File: config.mk
export PLATFORM = sky130hd
export DESIGN_NAME = reloadable_down_count_timer_top
export DESIGN_NICKNAME = d
export VERILOG_FILES = /design/src/rtl/rdct_pkg.sv /design/src/rtl/reloadable_down_count_timer_top.sv
export SDC_FILE = /design/constraint.sdc
export NUM_CORES = 1
export LEC_CHECK = 0
export BUFFER_PORTS_ARGS = -buffer_cell sky130_fd_sc_hd__buf_4
export CAP_MARGIN = 30
export CORE_MARGIN = 3
export CORE_UTILIZATION = 40
export CTS_CLUSTER_SIZE = 16
export DETAILED_ROUTE_END_ITERATION = 8
export HOLD_SLACK_MARGIN = 0.05
export PLACE_DENSITY = 0.6
export SLEW_MARGIN = 15
export SYNTH_ARGS = -nofsm -noshare
export SYNTH_HDL_FRONTEND = slang
export SYNTH_SLANG_ARGS = --single-unit
File: constraint.sdc
create_clock -name i_clk -period 5.3 [get_ports i_clk]
set_input_delay 1.06 -clock i_clk [delete_from_list [all_inputs] [get_ports i_clk]]
set_output_delay 1.06 -clock i_clk [all_outputs]
set_load 0.01 [all_outputs]
File: src/rtl/rdct_pkg.sv
// Shared types and constants for the reloadable down-count timer.
package rdct_pkg;

    // Request kinds carried in the slave-side tuser
    localparam logic [1:0] REQ_READ  = 2'd0;
    localparam logic [1:0] REQ_WRITE = 2'd1;
    localparam logic [1:0] REQ_TICK  = 2'd2;
    localparam logic [1:0] REQ_NOP   = 2'd3;

    // Register select, address bits 5:4
    localparam logic [1:0] REG_CTRL    = 2'd0;
    localparam logic [1:0] REG_RUNNING = 2'd1;
    localparam logic [1:0] REG_FIXED   = 2'd2;
    localparam logic [1:0] REG_MATCH   = 2'd3;

    // Control subaddress operations, address bits 3:0
    localparam logic [3:0] SUB_WRITE  = 4'h0;
    localparam logic [3:0] SUB_SET    = 4'h4;
    localparam logic [3:0] SUB_CLEAR  = 4'h8;
    localparam logic [3:0] SUB_TOGGLE = 4'hC;

    // Control word field positions
    localparam int SELECT_LSB   = 0;
    localparam int SELECT_W     = 4;
    localparam int PRESCALE_LSB = 4;
    localparam int PRESCALE_W   = 2;
    localparam int RELOAD_BIT   = 6;
    localparam int UPDATE_BIT   = 7;
    localparam int IE_BIT       = 14;
    localparam int STATUS_BIT   = 15;

    // Source codes
    localparam logic [3:0] SRC_STOPPED = 4'd0;
    localparam logic [3:0] SRC_XTAL_32K = 4'd11;
    localparam logic [3:0] SRC_XTAL_8K  = 4'd12;
    localparam logic [3:0] SRC_XTAL_4K  = 4'd13;
    localparam logic [3:0] SRC_XTAL_1K  = 4'd14;
    localparam logic [3:0] SRC_BASE     = 4'd15;

    // Word widths
    localparam int DATA_W    = 32;
    localparam int ADDR_W    = 6;
    localparam int STROBE_W  = 4;
    localparam int REQ_W     = 2;
    localparam int PSC_W     = 3;
    localparam int IN_TDATA_W  = 48;
    localparam int OUT_TDATA_W = 40;

    typedef logic [DATA_W-1:0] t_word;

endpackage

File: src/rtl/reloadable_down_count_timer_top.sv
// Top level of the reloadable down-count timer with its register window.
//
// The block takes one word per clock while the master side keeps tready high, and returns one
// result word per input word, in order. A word is captured in the input register, is executed
// against the timer registers, and its result is held in the output register. Throughput is
// set by the update of the timer state (32-bit compare and decrement of the counter). Tick
// words stand for base-clock cycles, so the counter advances only as fast as ticks are fed in.
// The irq bit of each result is the interrupt level AND the enable bit after that word.
module reloadable_down_count_timer_top
    import rdct_pkg::*;
(
    input  logic                   i_clk,
    input  logic                   i_rst_n,
    // slave side
    input  logic                   i_s_tvalid,
    output logic                   o_s_tready,
    // address[5:0], write_data[37:6], crystal_strobes[41:38], zero fill [47:42]
    input  logic [IN_TDATA_W-1:0]  i_s_tdata,
    // req_type[1:0]
    input  logic [REQ_W-1:0]       i_s_tuser,
    // master side
    output logic                   o_m_tvalid,
    input  logic                   i_m_tready,
    // read_data[31:0], irq_out[32], zero fill [39:33]
    output logic [OUT_TDATA_W-1:0] o_m_tdata
);

    // input stage
    logic                r_in_valid;
    logic [REQ_W-1:0]    r_req;
    logic [ADDR_W-1:0]   r_addr;
    t_word               r_wdata;
    logic [STROBE_W-1:0] r_strobes;

    // output stage
    logic       r_out_valid;
    t_word      r_rdata;
    logic       r_irq;

    // timer state
    t_word            r_ctrl, n_ctrl;
    t_word            r_fixed, n_fixed;
    t_word            r_match, n_match;
    t_word            r_reload, n_reload;
    t_word            r_count, n_count;
    logic             r_counting, n_counting;
    logic             r_level, n_level;
    logic             r_pending, n_pending;
    logic [PSC_W-1:0] r_psc, n_psc;

    logic       advance;
    logic       exec;
    t_word      rdata;
    logic [1:0] reg_sel;
    logic [3:0] sub_sel;
    t_word      ctrl_upd;
    logic [3:0] src;
    logic       event_hit;
    logic [PSC_W-1:0] psc_last;

    // move the pipeline when the output register is free or being drained
    assign advance    = !r_out_valid || i_m_tready;
    assign o_s_tready = !r_in_valid || advance;
    assign exec       = r_in_valid && advance;

    assign reg_sel = r_addr[ADDR_W-1:4];
    assign sub_sel = r_addr[3:0];

    // capture input word
    always_ff @(posedge i_clk) begin
        if (!i_rst_n) begin
            r_in_valid <= 1'b0;
        end else if (o_s_tready) begin
            r_in_valid <= i_s_tvalid;
        end
        if (o_s_tready && i_s_tvalid) begin
            r_addr    <= i_s_tdata[ADDR_W-1:0];
            r_wdata   <= i_s_tdata[ADDR_W +: DATA_W];
            r_strobes <= i_s_tdata[ADDR_W+DATA_W +: STROBE_W];
            r_req     <= i_s_tuser;
        end
    end

    // apply control subaddress operation
    always_comb begin
        case (sub_sel)
            SUB_WRITE:  ctrl_upd = r_wdata;
            SUB_SET:    ctrl_upd = r_ctrl | r_wdata;
            SUB_CLEAR:  ctrl_upd = r_ctrl & ~r_wdata;
            SUB_TOGGLE: ctrl_upd = r_ctrl ^ r_wdata;
            default:    ctrl_upd = r_ctrl;
        endcase
    end

    // pick the tick source event
    assign src = r_ctrl[SELECT_LSB +: SELECT_W];
    always_comb begin
        case (src)
            SRC_BASE:     event_hit = 1'b1;
            SRC_XTAL_32K: event_hit = r_strobes[0];
            SRC_XTAL_8K:  event_hit = r_strobes[1];
            SRC_XTAL_4K:  event_hit = r_strobes[2];
            SRC_XTAL_1K:  event_hit = r_strobes[3];
            default:      event_hit = 1'b0;
        endcase
    end

    assign psc_last = (PSC_W'(1) << r_ctrl[PRESCALE_LSB +: PRESCALE_W]) - PSC_W'(1);

    // next timer state for the word in the input register
    always_comb begin
        n_ctrl     = r_ctrl;
        n_fixed    = r_fixed;
        n_match    = r_match;
        n_reload   = r_reload;
        n_count    = r_count;
        n_counting = r_counting;
        n_level    = r_level;
        n_pending  = r_pending;
        n_psc      = r_psc;
        rdata      = '0;
        case (r_req)
            REQ_READ: begin
                case (reg_sel)
                    REG_CTRL:    rdata = r_ctrl;
                    REG_RUNNING: rdata = r_count;
                    REG_FIXED:   rdata = r_fixed;
                    default:     rdata = r_match;
                endcase
            end
            REQ_WRITE: begin
                case (reg_sel)
                    REG_CTRL: begin
                        n_ctrl = ctrl_upd;
                        n_psc  = '0;
                        if (ctrl_upd[UPDATE_BIT]) begin
                            n_reload  = r_fixed;
                            n_count   = r_fixed;
                            n_pending = 1'b0;
                        end else begin
                            n_pending = 1'b1;
                        end
                        n_level    = ctrl_upd[STATUS_BIT];
                        n_counting = ctrl_upd[SELECT_LSB +: SELECT_W] != SRC_STOPPED;
                    end
                    REG_FIXED: n_fixed = r_wdata;
                    REG_MATCH: n_match = r_wdata;
                    default: ;  // running count is read-only
                endcase
            end
            REQ_TICK: begin
                if (r_counting && event_hit) begin
                    if (r_psc < psc_last) begin
                        n_psc = r_psc + PSC_W'(1);
                    end else begin
                        n_psc = '0;
                        if (r_count <= t_word'(1)) begin
                            // expire: raise level, reload or stop, then take pending load
                            n_level = 1'b1;
                            if (r_ctrl[RELOAD_BIT]) begin
                                n_count = r_reload;
                            end else begin
                                n_counting = 1'b0;
                            end
                            if (r_pending) begin
                                n_reload  = r_fixed;
                                n_count   = r_fixed;
                                n_pending = 1'b0;
                            end
                        end else begin
                            n_count = r_count - t_word'(1);
                        end
                    end
                end
            end
            default: ;  // no operation
        endcase
    end

    // commit timer state
    always_ff @(posedge i_clk) begin
        if (!i_rst_n) begin
            r_ctrl     <= '0;
            r_fixed    <= '0;
            r_match    <= '0;
            r_reload   <= '0;
            r_count    <= '0;
            r_counting <= 1'b0;
            r_level    <= 1'b0;
            r_pending  <= 1'b0;
            r_psc      <= '0;
        end else if (exec) begin
            r_ctrl     <= n_ctrl;
            r_fixed    <= n_fixed;
            r_match    <= n_match;
            r_reload   <= n_reload;
            r_count    <= n_count;
            r_counting <= n_counting;
            r_level    <= n_level;
            r_pending  <= n_pending;
            r_psc      <= n_psc;
        end
    end

    // hold result word until taken
    always_ff @(posedge i_clk) begin
        if (!i_rst_n) begin
            r_out_valid <= 1'b0;
        end else if (advance) begin
            r_out_valid <= r_in_valid;
        end
        if (exec) begin
            r_rdata <= rdata;
            r_irq   <= n_level && n_ctrl[IE_BIT];
        end
    end

    assign o_m_tvalid = r_out_valid;
    assign o_m_tdata  = {(OUT_TDATA_W-DATA_W-1)'(0), r_irq, r_rdata};

endmodule

==> run_results.csv <==
group,metric,value,unit
place,globalplace.congestion,0.8930,
finish,antenna_cells,0,
die,die-area,34840,sq um
grt,gr-total-overflow,0,
critical_path,crit_fanout,30,
power,switching_share,0.2649,
timing,timing.final.crit_period,3.748,ns
timing,max_slew_margin,0.3923,
clock_tree,post-cts-setup-buffers,0,
timing,holdWs,0.4521,ns
power,peakVddDrop,0.2884,mV
clock_tree,clock_path_buffers,3,
clock_tree,cts_resized,0,
place,dp_hpwl,24610,um
routing,routed_wl,37990,um
clock_tree,h-tree-depth,1,
timing,tns,0,ns
clock_tree,cts.clk_slew.worst_paths,0.06,ns
power,leakagePower,0.005509,uW
routing,num_vias,10700,
power,comb_power_share,0.136,
finish,layout_common_cells,"nand2_1 (227), dfxtp_1 (168), a21oi_1 (139)",
die,io-pin-count,96,
synth,syn_inst,1382,
flow_run,maxCapViolCount,0,
synth,yosys.area.top_type,"dfxtp_1",
critical_path,worst-endpoint-required,5.73,ns
clock_tree,root_buffer,"clkbuf_16",
timing,finalCritPeriodShare,0.7072,
die,core.rowCount,65,
routing,viasPerCell,5.719,
timing,rsz0062_at_grt,"no",
routing,drtPass1Iterations,6,
synth,synth_top_cell_area_share,0.2576,
clock_tree,cts_sinks,245,
power,p_per_area,295.5,nW/um^2
timing,worst_pin_slew,0.9046,ns
critical_path,arrival,4.18,ns
die,dieWidth,186.7,um
synth,synth-main-ff-cell,"dfxtp_1",
grt,grt_pass1_vias,10230,
routing,drcViolationCount,0,
synth,yosys.cell_types.count,73,
timing,setup_viol,0,
finish,fin_cells,1871,
die,design.core.area,31880,sq um
timing,fin_skew,0.01887,ns
timing,slew_viol_final,0,
timing,finalHoldViolCount,0,
run_status,status,"complete, no violations",
power,p_sw,1167,uW
power,cellInternalPower,3239,uW
synth,ys.warnings.count,0,
critical_path,end_kind,"register",
place,dp_cells,1821,
clock_tree,cts_tree,"built",
routing,drtIter0Drc,924,
clock_tree,clk-insertion-delay-late,0.54,ns
clock_tree,ctsHoldBuffers,0,
finish,final_common_cell,"nand2_1",
synth,ys_seq_area_frac,0.4348,
clock_tree,cts_buffers,27,
grt,track_usage,0.2125,
finish,syn2layout_area_growth,14.21,%
finish,fin_nets,1543,
routing,wl_per_cell,20.31,um
power,seq_power_share,0.460,
die,start_util,0.4095,
finish,finalInstanceArea,14910,sq um
place,postPlaceCellArea,14050,sq um
die,die_h,186.7,um
place,portBuffers,82,
synth,syn_area_per_cell,9.446,sq um
finish,layout-drive-gt1-share,0.1588,
power,power_frac_clock,0.404,
critical_path,worst_setup_path_start_kind,"register",
synth,async_reset_ff_frac,0,
synth,ys_top_cells_by_area,"dfxtp_1 (26%), edfxtp_1 (18%), mux4_2 (9.0%)",
critical_path,critical_path_class,"reg2reg",
finish,nFillCells,3107,
timing,max_freq,0.2668,GHz
min_path,hold_class,"reg2reg",
grt,grt_max_degree,67,
routing,ant_nets,0,
synth,netlist_area,13050,sq um
finish,final_util,0.4677,
synth,synth_edf_count,77,
grt,grt_pass1_wl,59680,um
grt,grt_antenna_before_repair,0,
synth,yosys_register_bits,245,
## routing by layer
metal	part of all wire	global-route usage
met2	0.46	0.3446
met3	0.071	0.02442
met1	0.45	0.3066
met5	0	0
met4	0.019	0.04769
## final cells by class
cell class | count | area [sq um] | area share
clock buffer | 46 | 777.0 | 0.05211
clock inverter | 2 | 35.03 | 0.002350
inverter | 98 | 370.4 | 0.02484
tap | 435 | 544.3 | 0.03651
sequential | 245 | 5675 | 0.3807
timing repair buffer | 111 | 900.9 | 0.06042
multi-input combinational | 934 | 6606 | 0.4431
## kinds of logic after synthesis
kind of cell,Yosys count,share of synthesized area
and+or+nand+nor,438,0.1588
AOI/OAI and AO/OA,334,0.1598
DFF,245,0.4348
buffers and inverters,209,0.06537
adders and majority gates,72,0.06901
muxes,65,0.09988
xor gates and xnor gates,18,0.01208
other,1,0.0002873
## path summary, 6_finish.rpt
| kind | from | endpoint | slack [ns] | cells after the start |
|---|---|---|---|---|
| min reg2reg | r_match[18] | r_match[18] | 0.45 | 2 |
| min | r_match[18] | r_match[18] | 0.45 | 2 |
| max | r_count[7] | r_count[17] | 1.55 | 7 |
| max reg2reg | r_count[7] | r_count[17] | 1.55 | 7 |
## power groups by stage
stage / registers (uW) / clock network, uW / logic (uW)
after global routing: 2030 / 1880 / 649
after global placement: 2060 / 0 / 579
after detailed placement: 2060 / 0 / 590
after floorplan: 2050 / 0 / 414
final: 2030 / 1780 / 599
after CTS: 2020 / 1800 / 594
## per-stage QoR
stage,setup slack (ns),total power (uW)
after floorplan,1.400,2462
after global placement,1.702,2642
after detailed placement,1.627,2655
after CTS,1.577,4422
after global routing,1.461,4559
final,1.552,4405
## registers in the layout, indices dropped and copies added, names as in the netlist, 2 cells and up
register   flops
r_ctrl        32
r_fixed       32
r_rdata       32
r_psc          3
r_reload      32
r_match       32
r_count       32
r_addr         6
r_strobes      4
r_wdata       32
r_req          2
## worst max-delay path, stage by stage, from the launching register on
cell      delay [ns]
dfxtp_1         0.40
or4_4           0.61
or3_1           0.50
or4_1           0.76
nand2_1         0.47
buf_4           0.47
nand2_1         0.14
a311oi_2        0.28
## cells in the mapped netlist, types with 4 or more instances
| cell | n |
|---|---|
| a211oi_1 | 15 |
| a211oi_2 | 4 |
| a21oi_1 | 139 |
| a221oi_1 | 14 |
| a22oi_1 | 5 |
| a311oi_2 | 4 |
| and2_1 | 38 |
| and3_1 | 5 |
| buf_1 | 4 |
| buf_2 | 10 |
| buf_4 | 9 |
| clkbuf_1 | 85 |
| dfxtp_1 | 168 |
| edfxtp_1 | 77 |
| ha_1 | 72 |
| inv_1 | 97 |
| mux2i_1 | 11 |
| mux4_2 | 52 |
| nand2_1 | 227 |
| nand3_1 | 49 |
| nand4_1 | 6 |
| nor2_1 | 34 |
| nor3_1 | 19 |
| nor4_1 | 14 |
| o211ai_1 | 9 |
| o21a_1 | 10 |
| o21ai_0 | 70 |
| o22ai_1 | 17 |
| o31ai_1 | 7 |
| or3_1 | 11 |
| or4_1 | 13 |
| xnor2_1 | 9 |
| xor2_1 | 9 |
Note: power is estimated with default switching activity, not from simulation.
